### config.mk
export PLATFORM = sky130hd
export DESIGN_NAME = cid_base32_string_parser
export DESIGN_NICKNAME = d
export VERILOG_FILES = /design/src/rtl/cbsp_pkg.sv /design/src/rtl/cbsp_step.sv /design/src/rtl/cid_base32_string_parser.sv
export SDC_FILE = /design/constraint.sdc
export NUM_CORES = 1
export LEC_CHECK = 0
export BUFFER_PORTS_ARGS = -buffer_cell sky130_fd_sc_hd__buf_2
export CAP_MARGIN = 20
export CORE_MARGIN = 5
export CORE_UTILIZATION = 50
export DETAILED_ROUTE_END_ITERATION = 10
export HOLD_SLACK_MARGIN = 0.06
export PLACE_DENSITY = 0.72
export SYNTH_ARGS = -nofsm -noshare
export SYNTH_HDL_FRONTEND = slang
export SYNTH_SLANG_ARGS = --single-unit
### constraint.sdc
create_clock -name clk_i -period 3.2 [get_ports clk_i]
set_input_delay 0.16 -clock clk_i [delete_from_list [all_inputs] [get_ports clk_i]]
set_output_delay 0.16 -clock clk_i [all_outputs]
set_load 0.005 [all_outputs]
### src/rtl/cbsp_pkg.sv
// ----------------------------------------------------------------------------
// cbsp_pkg
// Shared types and constants of the base32 CID string parser.
// ----------------------------------------------------------------------------
package cbsp_pkg;

  localparam int unsigned CidBytesDefault = 36;

  // Stream payload widths.
  localparam int unsigned InDataW  = 8;
  localparam int unsigned OutDataW = 16;
  localparam int unsigned OutUserW = 2;

  // Characters of the multibase prefix and the base32 alphabet.
  localparam logic [7:0] PrefixChar   = 8'h62;
  localparam logic [7:0] CharLowA     = 8'h61;
  localparam logic [7:0] CharLowZ     = 8'h7a;
  localparam logic [7:0] CharDigit2   = 8'h32;
  localparam logic [7:0] CharDigit7   = 8'h37;
  // '2' maps to the value 26, so digits are offset by 0x32 - 26.
  localparam logic [7:0] DigitOffset  = 8'h18;

  // Expected CID header bytes.
  localparam logic [7:0] HdrVersion   = 8'h01;
  localparam logic [7:0] HdrCodecCbor = 8'h71;
  localparam logic [7:0] HdrCodecRaw  = 8'h55;
  localparam logic [7:0] HdrHashSha   = 8'h12;
  localparam logic [7:0] HdrHashLen   = 8'h20;

  localparam logic [5:0] CountMax     = 6'd63;

  // Completion status codes.
  localparam logic StatusOk      = 1'b0;
  localparam logic StatusInvalid = 1'b1;

  typedef struct packed {
    logic        prefix_seen;
    logic [11:0] acc;
    logic [3:0]  pend;
    logic [5:0]  count;
    logic        err;
    logic        header_ok;
  } cbsp_state_t;

  localparam cbsp_state_t StateReset = '{
    prefix_seen: 1'b0,
    acc:         12'd0,
    pend:        4'd0,
    count:       6'd0,
    err:         1'b0,
    header_ok:   1'b1
  };

  typedef struct packed {
    logic       emit;
    logic       byte_valid;
    logic [7:0] data_byte;
    logic [5:0] byte_index;
    logic       string_done;
    logic       parse_status;
  } cbsp_result_t;

endpackage

### src/rtl/cbsp_step.sv
// ----------------------------------------------------------------------------
// cbsp_step
// Combinational decode of one character: next parser state and the result.
// ----------------------------------------------------------------------------
module cbsp_step #(
  parameter int unsigned CID_BYTES = cbsp_pkg::CidBytesDefault
) (
  input  cbsp_pkg::cbsp_state_t  state_i,
  input  logic [7:0]             char_i,
  input  logic                   last_i,
  output cbsp_pkg::cbsp_state_t  state_o,
  output cbsp_pkg::cbsp_result_t result_o
);
  import cbsp_pkg::*;

  logic        is_letter;
  logic        is_digit;
  logic [4:0]  digit_val;
  logic [11:0] acc_shift;
  logic [3:0]  pend_sum;
  logic [3:0]  pend_left;
  logic        byte_done;
  logic [7:0]  byte_val;
  logic        str_ok;
  cbsp_state_t  nxt;
  cbsp_result_t res;

  assign is_letter = (char_i >= CharLowA) && (char_i <= CharLowZ);
  assign is_digit  = (char_i >= CharDigit2) && (char_i <= CharDigit7);
  assign digit_val = is_letter ? 5'(char_i - CharLowA) : 5'(char_i - DigitOffset);
  assign acc_shift = {state_i.acc[6:0], digit_val};
  assign pend_sum  = state_i.pend + 4'd5;
  assign byte_done = pend_sum >= 4'd8;
  assign pend_left = pend_sum - 4'd8;
  assign byte_val  = 8'(acc_shift >> pend_left[2:0]);

  always_comb begin
    nxt    = state_i;
    res    = '0;
    str_ok = 1'b0;
    if (!state_i.prefix_seen) begin
      nxt.prefix_seen = 1'b1;
      if (char_i != PrefixChar) begin
        nxt.err = 1'b1;
      end
    end else if (!state_i.err) begin
      if (!(is_letter || is_digit)) begin
        nxt.err = 1'b1;
      end else begin
        nxt.acc = acc_shift;
        if (byte_done) begin
          nxt.pend = pend_left;
          if (state_i.count == CountMax) begin
            nxt.err = 1'b1;
          end else begin
            res.byte_valid = 1'b1;
            res.data_byte  = byte_val;
            res.byte_index = state_i.count;
            nxt.count      = state_i.count + 6'd1;
            case (state_i.count)
              6'd0: begin
                if (byte_val != HdrVersion) nxt.header_ok = 1'b0;
              end
              6'd1: begin
                if (byte_val != HdrCodecCbor && byte_val != HdrCodecRaw) begin
                  nxt.header_ok = 1'b0;
                end
              end
              6'd2: begin
                if (byte_val != HdrHashSha) nxt.header_ok = 1'b0;
              end
              6'd3: begin
                if (byte_val != HdrHashLen) nxt.header_ok = 1'b0;
              end
              default: begin
              end
            endcase
          end
        end else begin
          nxt.pend = pend_sum;
        end
      end
    end

    str_ok = !nxt.err && nxt.header_ok && (nxt.count == 6'(CID_BYTES));
    if (last_i) begin
      res.string_done  = 1'b1;
      res.parse_status = str_ok ? StatusOk : StatusInvalid;
      nxt              = StateReset;
    end
    res.emit = res.byte_valid || last_i;
  end

  assign state_o  = nxt;
  assign result_o = res;

endmodule

### src/rtl/cid_base32_string_parser.sv
// ----------------------------------------------------------------------------
// cid_base32_string_parser
// Decodes a lowercase base32 multibase CID string into its bytes and checks it.
// ----------------------------------------------------------------------------
//
// Channel   Dir  Payload
// s_axis    in   tdata[7:0] char_code, tlast final_char
// m_axis    out  tdata[7:0] data_byte, tdata[13:8] byte_index, tdata[15:14] zero,
//                tuser[0] byte_valid, tuser[1] parse_status, tlast string_done
//
// Each character is taken into an input register, decoded combinationally and
// written to a result register, so a result reaches the master side through
// these two registers. The block takes one character per cycle unless a full
// result register stalls it. The short decode path from the input register to
// the result register sets that rate.
// A character that completes no byte and is not the last one makes no result
// and never waits for the output side. While the result register is full and
// not taken, a character that would produce a result holds in the input
// register and the slave side stalls. Reset empties both registers and returns
// the parser to the start of a string.
//
module cid_base32_string_parser #(
  parameter int unsigned CID_BYTES = cbsp_pkg::CidBytesDefault
) (
  input  logic                           clk_i,
  input  logic                           rst_ni,
  input  logic                           s_axis_tvalid,
  output logic                           s_axis_tready,
  input  logic [cbsp_pkg::InDataW-1:0]   s_axis_tdata,   // [7:0] char_code
  input  logic                           s_axis_tlast,   // final_char
  output logic                           m_axis_tvalid,
  input  logic                           m_axis_tready,
  output logic [cbsp_pkg::OutDataW-1:0]  m_axis_tdata,   // [7:0] data_byte,
                                                         // [13:8] byte_index
  output logic [cbsp_pkg::OutUserW-1:0]  m_axis_tuser,   // [0] byte_valid,
                                                         // [1] parse_status
  output logic                           m_axis_tlast    // string_done
);
  import cbsp_pkg::*;

  // Input register.
  logic       in_valid_q;
  logic       in_valid_d;
  logic [7:0] in_char_q;
  logic       in_last_q;

  // Parser state carried between characters.
  cbsp_state_t  state_q;
  cbsp_state_t  state_d;
  cbsp_result_t step_res;

  // Result register.
  logic                out_valid_q;
  logic                out_valid_d;
  logic [OutDataW-1:0] out_data_q;
  logic [OutUserW-1:0] out_user_q;
  logic                out_last_q;

  logic out_free;
  logic advance;

  cbsp_step #(
    .CID_BYTES (CID_BYTES)
  ) u_cbsp_step (
    .state_i  (state_q),
    .char_i   (in_char_q),
    .last_i   (in_last_q),
    .state_o  (state_d),
    .result_o (step_res)
  );

  // The held character moves on when it makes no result or the result
  // register is free this cycle.
  assign out_free      = !out_valid_q || m_axis_tready;
  assign advance       = in_valid_q && (out_free || !step_res.emit);
  assign s_axis_tready = !in_valid_q || advance;

  assign in_valid_d  = s_axis_tready ? s_axis_tvalid : in_valid_q;
  assign out_valid_d = (advance && step_res.emit) ? 1'b1
                     : (m_axis_tready ? 1'b0 : out_valid_q);

  always_ff @(posedge clk_i or negedge rst_ni) begin
    if (!rst_ni) begin
      in_valid_q  <= 1'b0;
      out_valid_q <= 1'b0;
      state_q     <= StateReset;
    end else begin
      in_valid_q  <= in_valid_d;
      out_valid_q <= out_valid_d;
      if (advance) begin
        state_q <= state_d;
      end
    end
  end

  always_ff @(posedge clk_i) begin
    if (s_axis_tvalid && s_axis_tready) begin
      in_char_q <= s_axis_tdata[7:0];
      in_last_q <= s_axis_tlast;
    end
    if (advance && step_res.emit) begin
      out_data_q <= {2'b00, step_res.byte_index, step_res.data_byte};
      out_user_q <= {step_res.parse_status, step_res.byte_valid};
      out_last_q <= step_res.string_done;
    end
  end

  assign m_axis_tvalid = out_valid_q;
  assign m_axis_tdata  = out_data_q;
  assign m_axis_tuser  = out_user_q;
  assign m_axis_tlast  = out_last_q;

endmodule

# Yosys cells after proc, flatten, opt, wreduce, memory -nomap -nowiden
# Index checks and enable logic that the tools add are counted.
dict set report word_totals {
  ff_bits 48
  in_bits 13
  out_inout_bits 21
  elab_cells 92
}
dict set report classes {
  add_sub_neg 5
  magnitude_cmp 5
  eq_ne 12
  shift 1
  mux 29
  n_bitwise 3
  reduce_logical 23
}
# cell count
set op_table {}
lappend op_table {{15-bit two-way mux} 5}
lappend op_table {{22-bit two-way mux} 2}
lappend op_table {{25-bit two-way mux} 1}
lappend op_table {{24-bit two-way mux} 1}
lappend op_table {{8-bit by 7-bit inequality test with 1-bit output (second input constant)} 3}
lappend op_table {{1-bit two-way mux} 14}
lappend op_table {{6-bit by 2-bit == test with 1-bit output (second input constant)} 2}
lappend op_table {{6-bit == test (second input constant)} 2}
lappend op_table {{12-bit by 3-bit right shift with 8-bit output} 1}
lappend op_table {{8-bit by 6-bit >= comparator with 1-bit output (second input constant)} 1}
lappend op_table {{8-bit by 7-bit >= comparator with 1-bit output (second input constant)} 1}
lappend op_table {{8-bit by 6-bit <= comparator with 1-bit output (second input constant)} 1}
lappend op_table {{8-bit by 7-bit <= comparator with 1-bit output (second input constant)} 1}
lappend op_table {{1-bit logical AND} 8}
lappend op_table {{8-bit two-way mux} 1}
lappend op_table {{8-bit by 1-bit inequality test with 1-bit output (second input constant)} 1}
lappend op_table {{8-bit by 5-bit inequality test with 1-bit output (second input constant)} 1}
lappend op_table {{8-bit by 6-bit inequality test with 1-bit output (second input constant)} 1}
lappend op_table {{6-bit by 1-bit adder with 6-bit output (second input constant)} 1}
lappend op_table {{6-bit by 1-bit == test with 1-bit output (second input constant)} 1}
lappend op_table {{6-bit logical NOT} 1}
lappend op_table {{6-bit two-way mux} 1}
lappend op_table {{2-bit nonzero test} 3}
lappend op_table {{1-bit logical OR} 5}
lappend op_table {{14 further kinds} 19}

# Longest topological paths before layout
dict set report logic_depth {
  word_depth 18
  mapped_depth 11
  mapped_depth_nobuf 11
}

# Cells and area by module
# From an unflattened synthesis, not the netlist that was laid out.
dict set report unflattened {
  hier_cells 421
  area_unflattened_um2 3985.1
}
# module n_inst cells_each area_each_um2 seq_area_each_um2
set modules_own_cells {}
lappend modules_own_cells {cid_base32_string_parser 1 182 2401.1 1457.6}
lappend modules_own_cells {cbsp_step 1 239 1584.0 0.0}

# Least setup slack after synthesis
# No wires, ideal clock.
dict set report synth_path {
  path_type {register to register}
  from {register in_char_q[0]}
  to {register out_user_q[1] (netlist: m_axis_tuser[1]), data pin}
  setup_ns 0.259
  t_arrival_ns 2.328
  required_time_ns 2.941
  path_slack_ns 0.613
  stages_incl_launch_ff 12
  path_buffers 0
  period_less_slack_ns 2.587
  path_cell_list {edfxtp_1 -> inv_1 -> ha_1 -> nor3b_2 -> nor2_1 -> o32ai_2 -> nand4_1 -> inv_2 -> nand2_1 -> nor3_1 -> a21oi_1 -> o31a_1}
}
dict set report synth_between {
  elab_chain_len 16
  elab_cells_between_ends 38
  cone_classes {2 x add/sub; 4 x order compare; 7 x eq/ne; 1 x shift; 17 x mux; 7 x reduce/logical}
}
# element line
set synth_lines {}
lappend synth_lines {{start, declared} cid_base32_string_parser.sv:44} ;# logic [7:0] in_char_q;
lappend synth_lines {{start signal, assigned} cid_base32_string_parser.sv:98} ;# in_char_q <= s_axis_tdata[7:0];
lappend synth_lines {{8-bit by 7-bit >= comparator with 1-bit output or 8-bit by 7-bit <= comparator with 1-bit output (tied branches)} cbsp_step.sv:28} ;# assign is_letter = (char_i >= CharLowA) && (char_i <= CharLowZ);
lappend synth_lines {{1-bit logical AND} cbsp_step.sv:28}
lappend synth_lines {{5-bit two-way mux} cbsp_step.sv:30} ;# assign digit_val = is_letter ? 5'(char_i - CharLowA) : 5'(char_i - DigitOffset);
lappend synth_lines {{12-bit by 3-bit right shift with 8-bit output} cbsp_step.sv:35} ;# assign byte_val = 8'(acc_shift >> pend_left[2:0]);
lappend synth_lines {{8-bit by 7-bit inequality test with 1-bit output} cbsp_step.sv:65} ;# if (byte_val != HdrCodecCbor && byte_val != HdrCodecRaw) begin
lappend synth_lines {{1-bit logical AND} cbsp_step.sv:65}
lappend synth_lines {{1-bit two-way mux} cbsp_step.sv:65}
lappend synth_lines {{1-bit one-hot mux with 4 select lines} cbsp_step.sv:60} ;# case (state_i.count)
lappend synth_lines {{1-bit two-way mux} cbsp_step.sv:53} ;# if (state_i.count == CountMax) begin
lappend synth_lines {{8-bit two-way mux} cbsp_step.sv:51} ;# if (byte_done) begin
lappend synth_lines {{1-bit two-way mux} cbsp_step.sv:47} ;# if (!(is_letter || is_digit)) begin
lappend synth_lines {{24-bit two-way mux} cbsp_step.sv:46} ;# end else if (!state_i.err) begin
lappend synth_lines {{1-bit two-way mux} cbsp_step.sv:41} ;# if (!state_i.prefix_seen) begin
lappend synth_lines {{1-bit logical AND} cbsp_step.sv:85} ;# str_ok = !nxt.err && nxt.header_ok && (nxt.count == 6'(CID_BYTES));
lappend synth_lines {{1-bit logical AND (*)} cbsp_step.sv:85}
lappend synth_lines {{1-bit two-way mux (*)} cbsp_step.sv:88} ;# res.parse_status = str_ok ? StatusOk : StatusInvalid;
lappend synth_lines {{end signal, assigned} cid_base32_string_parser.sv:103} ;# out_user_q <= {step_res.parse_status, step_res.byte_valid};
lappend synth_lines {{end, declared} cid_base32_string_parser.sv:56} ;# logic [OutUserW-1:0] out_user_q;
# Every way passes the cells marked *; elsewhere a longest branch is shown, timed or not. The select of a mux whose other input is x is not followed.
# A chain may end at the register's enable or synchronous reset.

# Worst setup path after layout
dict set report layout_path {
  from {register in_char_q[1]}
  to {register out_data_q[0] (netlist: m_axis_tdata[0]), enable pin}
}
dict set report layout_between {
  elab_chain_len 11
  elab_cells_between_ends 15
  cone_classes {4 x order compare; 3 x mux; 8 x reduce/logical}
}
# element line
set layout_lines {}
lappend layout_lines {{8-bit by 7-bit >= comparator with 1-bit output, or another cell as far along} cbsp_step.sv:28}
lappend layout_lines {{1-bit logical AND, on equally long branches} {cbsp_step.sv:28, cbsp_step.sv:29}}
lappend layout_lines {{1-bit logical OR (*)} cbsp_step.sv:47}
lappend layout_lines {{15-bit two-way mux (*)} cbsp_step.sv:47}
lappend layout_lines {{15-bit two-way mux (*)} cbsp_step.sv:46}
lappend layout_lines {{15-bit two-way mux (*)} cbsp_step.sv:41}
lappend layout_lines {{1-bit logical OR (*)} cbsp_step.sv:91} ;# res.emit = res.byte_valid || last_i;
lappend layout_lines {{1-bit logical NOT} cid_base32_string_parser.sv:75} ;# assign advance = in_valid_q && (out_free || !step_res.emit);
lappend layout_lines {{1-bit logical OR} cid_base32_string_parser.sv:75}
lappend layout_lines {{1-bit logical AND} cid_base32_string_parser.sv:75}
lappend layout_lines {{1-bit logical AND (*)} cid_base32_string_parser.sv:101} ;# if (advance && step_res.emit) begin
lappend layout_lines {{end signal, assigned} cid_base32_string_parser.sv:102} ;# out_data_q <= {2'b00, step_res.byte_index, step_res.data_byte};
lappend layout_lines {{end, declared} cid_base32_string_parser.sv:55} ;# logic [OutDataW-1:0] out_data_q;
# Every way passes the cells marked *; elsewhere a longest branch is shown, timed or not.

==> results.txt <==
The flow ran to the end, and the final reports show no timing, DRC or antenna violations. The placed wire-length estimate is about 4900 um. The type of origin of the critical path is a flop. The number of cells traversed by the worst hold path came out at 3. The kind of critical path is flop to flop. The minimum hold slack is roughly 0.25 ns. The internal power of the cells came out at between 1 and 1.5 mW. The final routed wire length divided by cell count is about 16 um. The worst setup skew after layout is 0.01249 ns.

Measured along the x axis, the die boundary spans approximately 88 um. The final routed wirelength across all metal layers came out at 6871 um. The overall die area came out at between 7000 and 8000 um^2.

The floorplan row count came out at 28. The ratio of total power to cell area came out at roughly 390 nW/um^2. After synthesis, the cell types taking the most area are sky130_fd_sc_hd__edfxtp_1, sky130_fd_sc_hd__dfrtp_1, sky130_fd_sc_hd__ha_1. The total number of vias is between 2000 and 3000. The first-iteration detailed-routing DRC count came out at 264. The share of Yosys cell area claimed by the top area cell type is 25.59%. The path type of the worst min-delay path is primary input to flop.

The first detailed-routing pass ran for 5 iterations. The synthesized instance count is between 300 and 400. The post-synthesis sequential area ratio is between 40% and 50%.

The peak fanout along the critical path is 18. The count of antenna diodes in the layout came out at 0. Measured along the y axis, the die boundary spans a little under 90 um. The setup-violating endpoint count in the final report is 0. At the end of the flow, the number of nets in the layout was approximately 380.

The slew of the pin with the lowest slew margin is approximately 0.84 ns. The boundary pin count came out at 34. The worst supply voltage drop on vdd came out at approximately 0.28 mV.

After clock tree synthesis, the repair step resized 0 gates. The initial cell density of the core is between 50% and 60%. The synthesized design contains 26 enable-type register cells. The total instance count after detailed placement is between 400 and 500. The fraction of power spent switching nets came out at 26.53%. TritonCTS built the clock tree. The count of buffers added on input and output ports is 31. The largest net degree at the start of global routing is 23.

The arrival time at the worst endpoint came out at 2.96 ns. The number of hold-slack violations in the final timing report came out at 0. The detail route stage leaves a number of antenna-violating nets equal to 0. Grouping stages by cell kind, the critical path spends the most delay in compound AO/OA/AOI/OAI gates. The finished layout holds roughly 430 standard cells, fillers aside. The startpoint identified for the worst hold timing path is m_axis_tready. The core footprint came out at around 5900 um^2. The endpoint identified for the worst register-to-register timing path is m_axis_tdata[0]. The final routed DRC violation total came out at 0. For this design the static power due to leakage is approximately 1.4 nW. The reg-to-reg startpoint is in_char_q[1]. For this run, the number of Yosys warnings is 0. The number of pins exceeding their max-slew limit in the final report came out at 0. The worst register-to-register path has a setup slack of roughly 0.21 ns. Global routing finished with a remaining overflow of 0.

The number of global-route vias before repair was roughly 2300. The number of buffers created by CTS is 5. The global router's overall resource usage came out at ~18%. The time the worst path needs with I/O delays and setup came out at roughly 3.0 ns. The clock edge transition at the registers on the reported setup and hold paths is ~0.09 ns. Power comes to between 1 and 1.5 mW. The fill cell total of the finished layout is 494.

The critical path buffer and inverter count came out at 2. The via count normalized by instance count is around 5.9. The library cell used most frequently in the layout, excluding fill and tap cells, is sky130_fd_sc_hd__buf_2. In the synthesized netlist the dominant register cell turns out to be sky130_fd_sc_hd__edfxtp_1. The critical path goes through inv_1 > ha_1 > or3_4 > o21ai_4 > o32ai_2 > a41oi_1 > o21a_1 > o21ai_1 > inv_2. The number of cells on the worst reg-to-reg path is 9.

The proportion of power drawn by flip-flops and latches is about half. The initial antenna violation count came out at 0. Leaving out fill and tap cells, the most frequent cells in the layout are sky130_fd_sc_hd__buf_2, sky130_fd_sc_hd__nand2_1, sky130_fd_sc_hd__edfxtp_1, sky130_fd_sc_hd__dfrtp_1, sky130_fd_sc_hd__nor2_1. The number of different library cells used by synthesis comes to 74. The weighted congestion reported at the end of routability-driven placement came out at 0.8857. The area growth from synthesis to layout is 14.81%. The required time reported for the critical path endpoint is approximately 3.2 ns. Clock tree synthesis selected as its root buffer the cell sky130_fd_sc_hd__clkbuf_8. The synthesized design contains 48 register bits. Combinational cells account for between 10% and 20% of the total power. Of the available clock period, the critical path in the final layout requires around 93%.

The reported net switching power came out at 0.3650 mW. The number of max-cap violations is 0. STA classifies the critical path endpoint as a flop.

The worst pin sits at a relative slew slack of 43.49%. The proportion of layout cells with a drive suffix above 1 is 19.38%. The H-tree generated during clock tree synthesis spans 2 levels. Dividing the synthesized area by the synthesized cell count gives a little under 10 um^2. The end point of the worst hold path is m_axis_tvalid. For the final routed database, the setup TNS stands at 0 ns. Setup repair after global routing left no endpoint under its margin. The wire length of the first global-routing pass came out at ~11000 um. The largest total area in the synthesized netlist belongs to sky130_fd_sc_hd__edfxtp_1. The share of async-settable or async-resettable flops after synthesis is 45.83%. Derived from the worst setup path, the maximum achievable clock frequency is approximately 330 MHz.

The CTS sink count is 48. The delay of the slowest critical-path stage is approximately 0.46 ns. No sink is reached through more buffers than the 2 on the longest clock path. The highest-delay cell along the critical path is sky130_fd_sc_hd__edfxtp_1. The cell area that synthesis handed to floorplanning was around 3100 um^2.

The share of total power dissipated in the clock network is roughly a third. The later-pin clock latency in the skew report is ~0.30 ns.
-- tightest hold or removal path: cells and delay by family --
kind / cells / cell delay [ns]
buf+inv: 1 / 0.07
simple gates: 2 / 0.27
-- how the worst max path moves through the flow --
stage,start,to,cells after the start
2_1_floorplan,in_char_q[0],m_axis_tuser[1],11
3_3_place_gp,in_char_q[1],m_axis_tdata[3],9
3_5_place_dp,in_char_q[0],m_axis_tuser[1],11
4_1_cts,in_char_q[0],m_axis_tuser[1],11
5_1_grt,in_char_q[1],m_axis_tdata[3],9
6_report,in_char_q[1],m_axis_tdata[0],9
-- through the flow --
stage	setup slack, ns	instance area [um^2]	util [%]
floorplan	0.6132	3054	-
global placement	0.2758	3258	55.03
detailed placement	0.1954	3258	55.03
CTS	0.2245	3480	58.77
global route	0.01790	3502	59.15
finish	0.2116	3502	59.15
-- cells in the mapped netlist, types with 3 or more instances --
| master | count |
|---|---|
| sky130_fd_sc_hd__ha_1 | 9 |
| sky130_fd_sc_hd__xnor2_1 | 3 |
| sky130_fd_sc_hd__nand2b_1 | 3 |
| sky130_fd_sc_hd__or3_1 | 5 |
| sky130_fd_sc_hd__edfxtp_1 | 26 |
| sky130_fd_sc_hd__o31ai_1 | 5 |
| sky130_fd_sc_hd__nor2b_1 | 4 |
| sky130_fd_sc_hd__o22ai_1 | 4 |
| sky130_fd_sc_hd__buf_2 | 5 |
| sky130_fd_sc_hd__mux2i_1 | 10 |
| sky130_fd_sc_hd__o21ai_1 | 13 |
| sky130_fd_sc_hd__and2_1 | 8 |
| sky130_fd_sc_hd__nor3_1 | 9 |
| sky130_fd_sc_hd__clkbuf_1 | 3 |
| sky130_fd_sc_hd__a31oi_1 | 4 |
| sky130_fd_sc_hd__a22o_1 | 6 |
| sky130_fd_sc_hd__o21a_1 | 3 |
| sky130_fd_sc_hd__buf_4 | 4 |
| sky130_fd_sc_hd__nor2_1 | 20 |
| sky130_fd_sc_hd__a211oi_1 | 6 |
| sky130_fd_sc_hd__nand2_1 | 28 |
| sky130_fd_sc_hd__dfrtp_1 | 21 |
| sky130_fd_sc_hd__nand3_1 | 10 |
| sky130_fd_sc_hd__inv_1 | 13 |
| sky130_fd_sc_hd__o21ai_0 | 8 |
| sky130_fd_sc_hd__a21oi_1 | 15 |
-- final cells by class --
class / instances / area [um^2] / share of cell area, %
clock buffers: 5 / 68.82 / 1.965
flip-flops and latches: 48 / 1333 / 38.05
multi-input cells: 231 / 1553 / 44.34
repair buffers: 54 / 355.3 / 10.15
well taps: 75 / 93.84 / 2.680
inverters: 15 / 56.30 / 1.608
clock inverters: 3 / 42.54 / 1.215
-- repair_timing --
item                                    CTS  global route
hold buffers                             11             0
hold endpoints to repair                 31             0
setup buffers                             0             3
endpoints found under the setup margin    0             1
-- cells by family (layout without fill, tap and decap cells) --
group / Yosys count / count (layout) / synth area share (%)
mux: 11 / 11 / 3.774
flops: 48 / 48 / 43.68
buf+inv: 33 / 77 / 5.538
simple gates: 110 / 110 / 19.44
compound gates: 94 / 94 / 22.07
fa+ha+maj: 9 / 9 / 3.692
other cells: 1 / 2 / 0.1229
xor+xnor: 5 / 5 / 1.682
-- power by group through the flow --
| stage | clock [mW] | sequential (mW) | combinational, mW |
|---|---|---|---|
| after floorplan | 0 | 0.714 | 0.163 |
| after global placement | 0 | 0.724 | 0.212 |
| after detailed placement | 0 | 0.725 | 0.214 |
| after CTS | 0.448 | 0.712 | 0.225 |
| after global routing | 0.474 | 0.717 | 0.252 |
| final | 0.435 | 0.713 | 0.228 |
-- per-layer routing --
metal | wire (um) | vias to the layer above | share of wire [%] | global-route usage (%)
met5 | 0 | - | 0 | 0
met4 | 79 | 0 | 1.1 | 4.945
met3 | 400 | 9 | 5.8 | 3.669
met2 | 3242 | 89 | 47 | 30.07
met1 | 3149 | 1214 | 46 | 24.79
li1 | - | 1250 | - | -
-- registers in the layout, indices dropped and copies added (netlist names) --
register / flops
m_axis_tuser: 2
in_last_q: 1
in_valid_q: 1
m_axis_tvalid: 1
m_axis_tlast: 1
m_axis_tdata: 14
state_q: 20
in_char_q: 8
(Power assumes the default switching activity.)
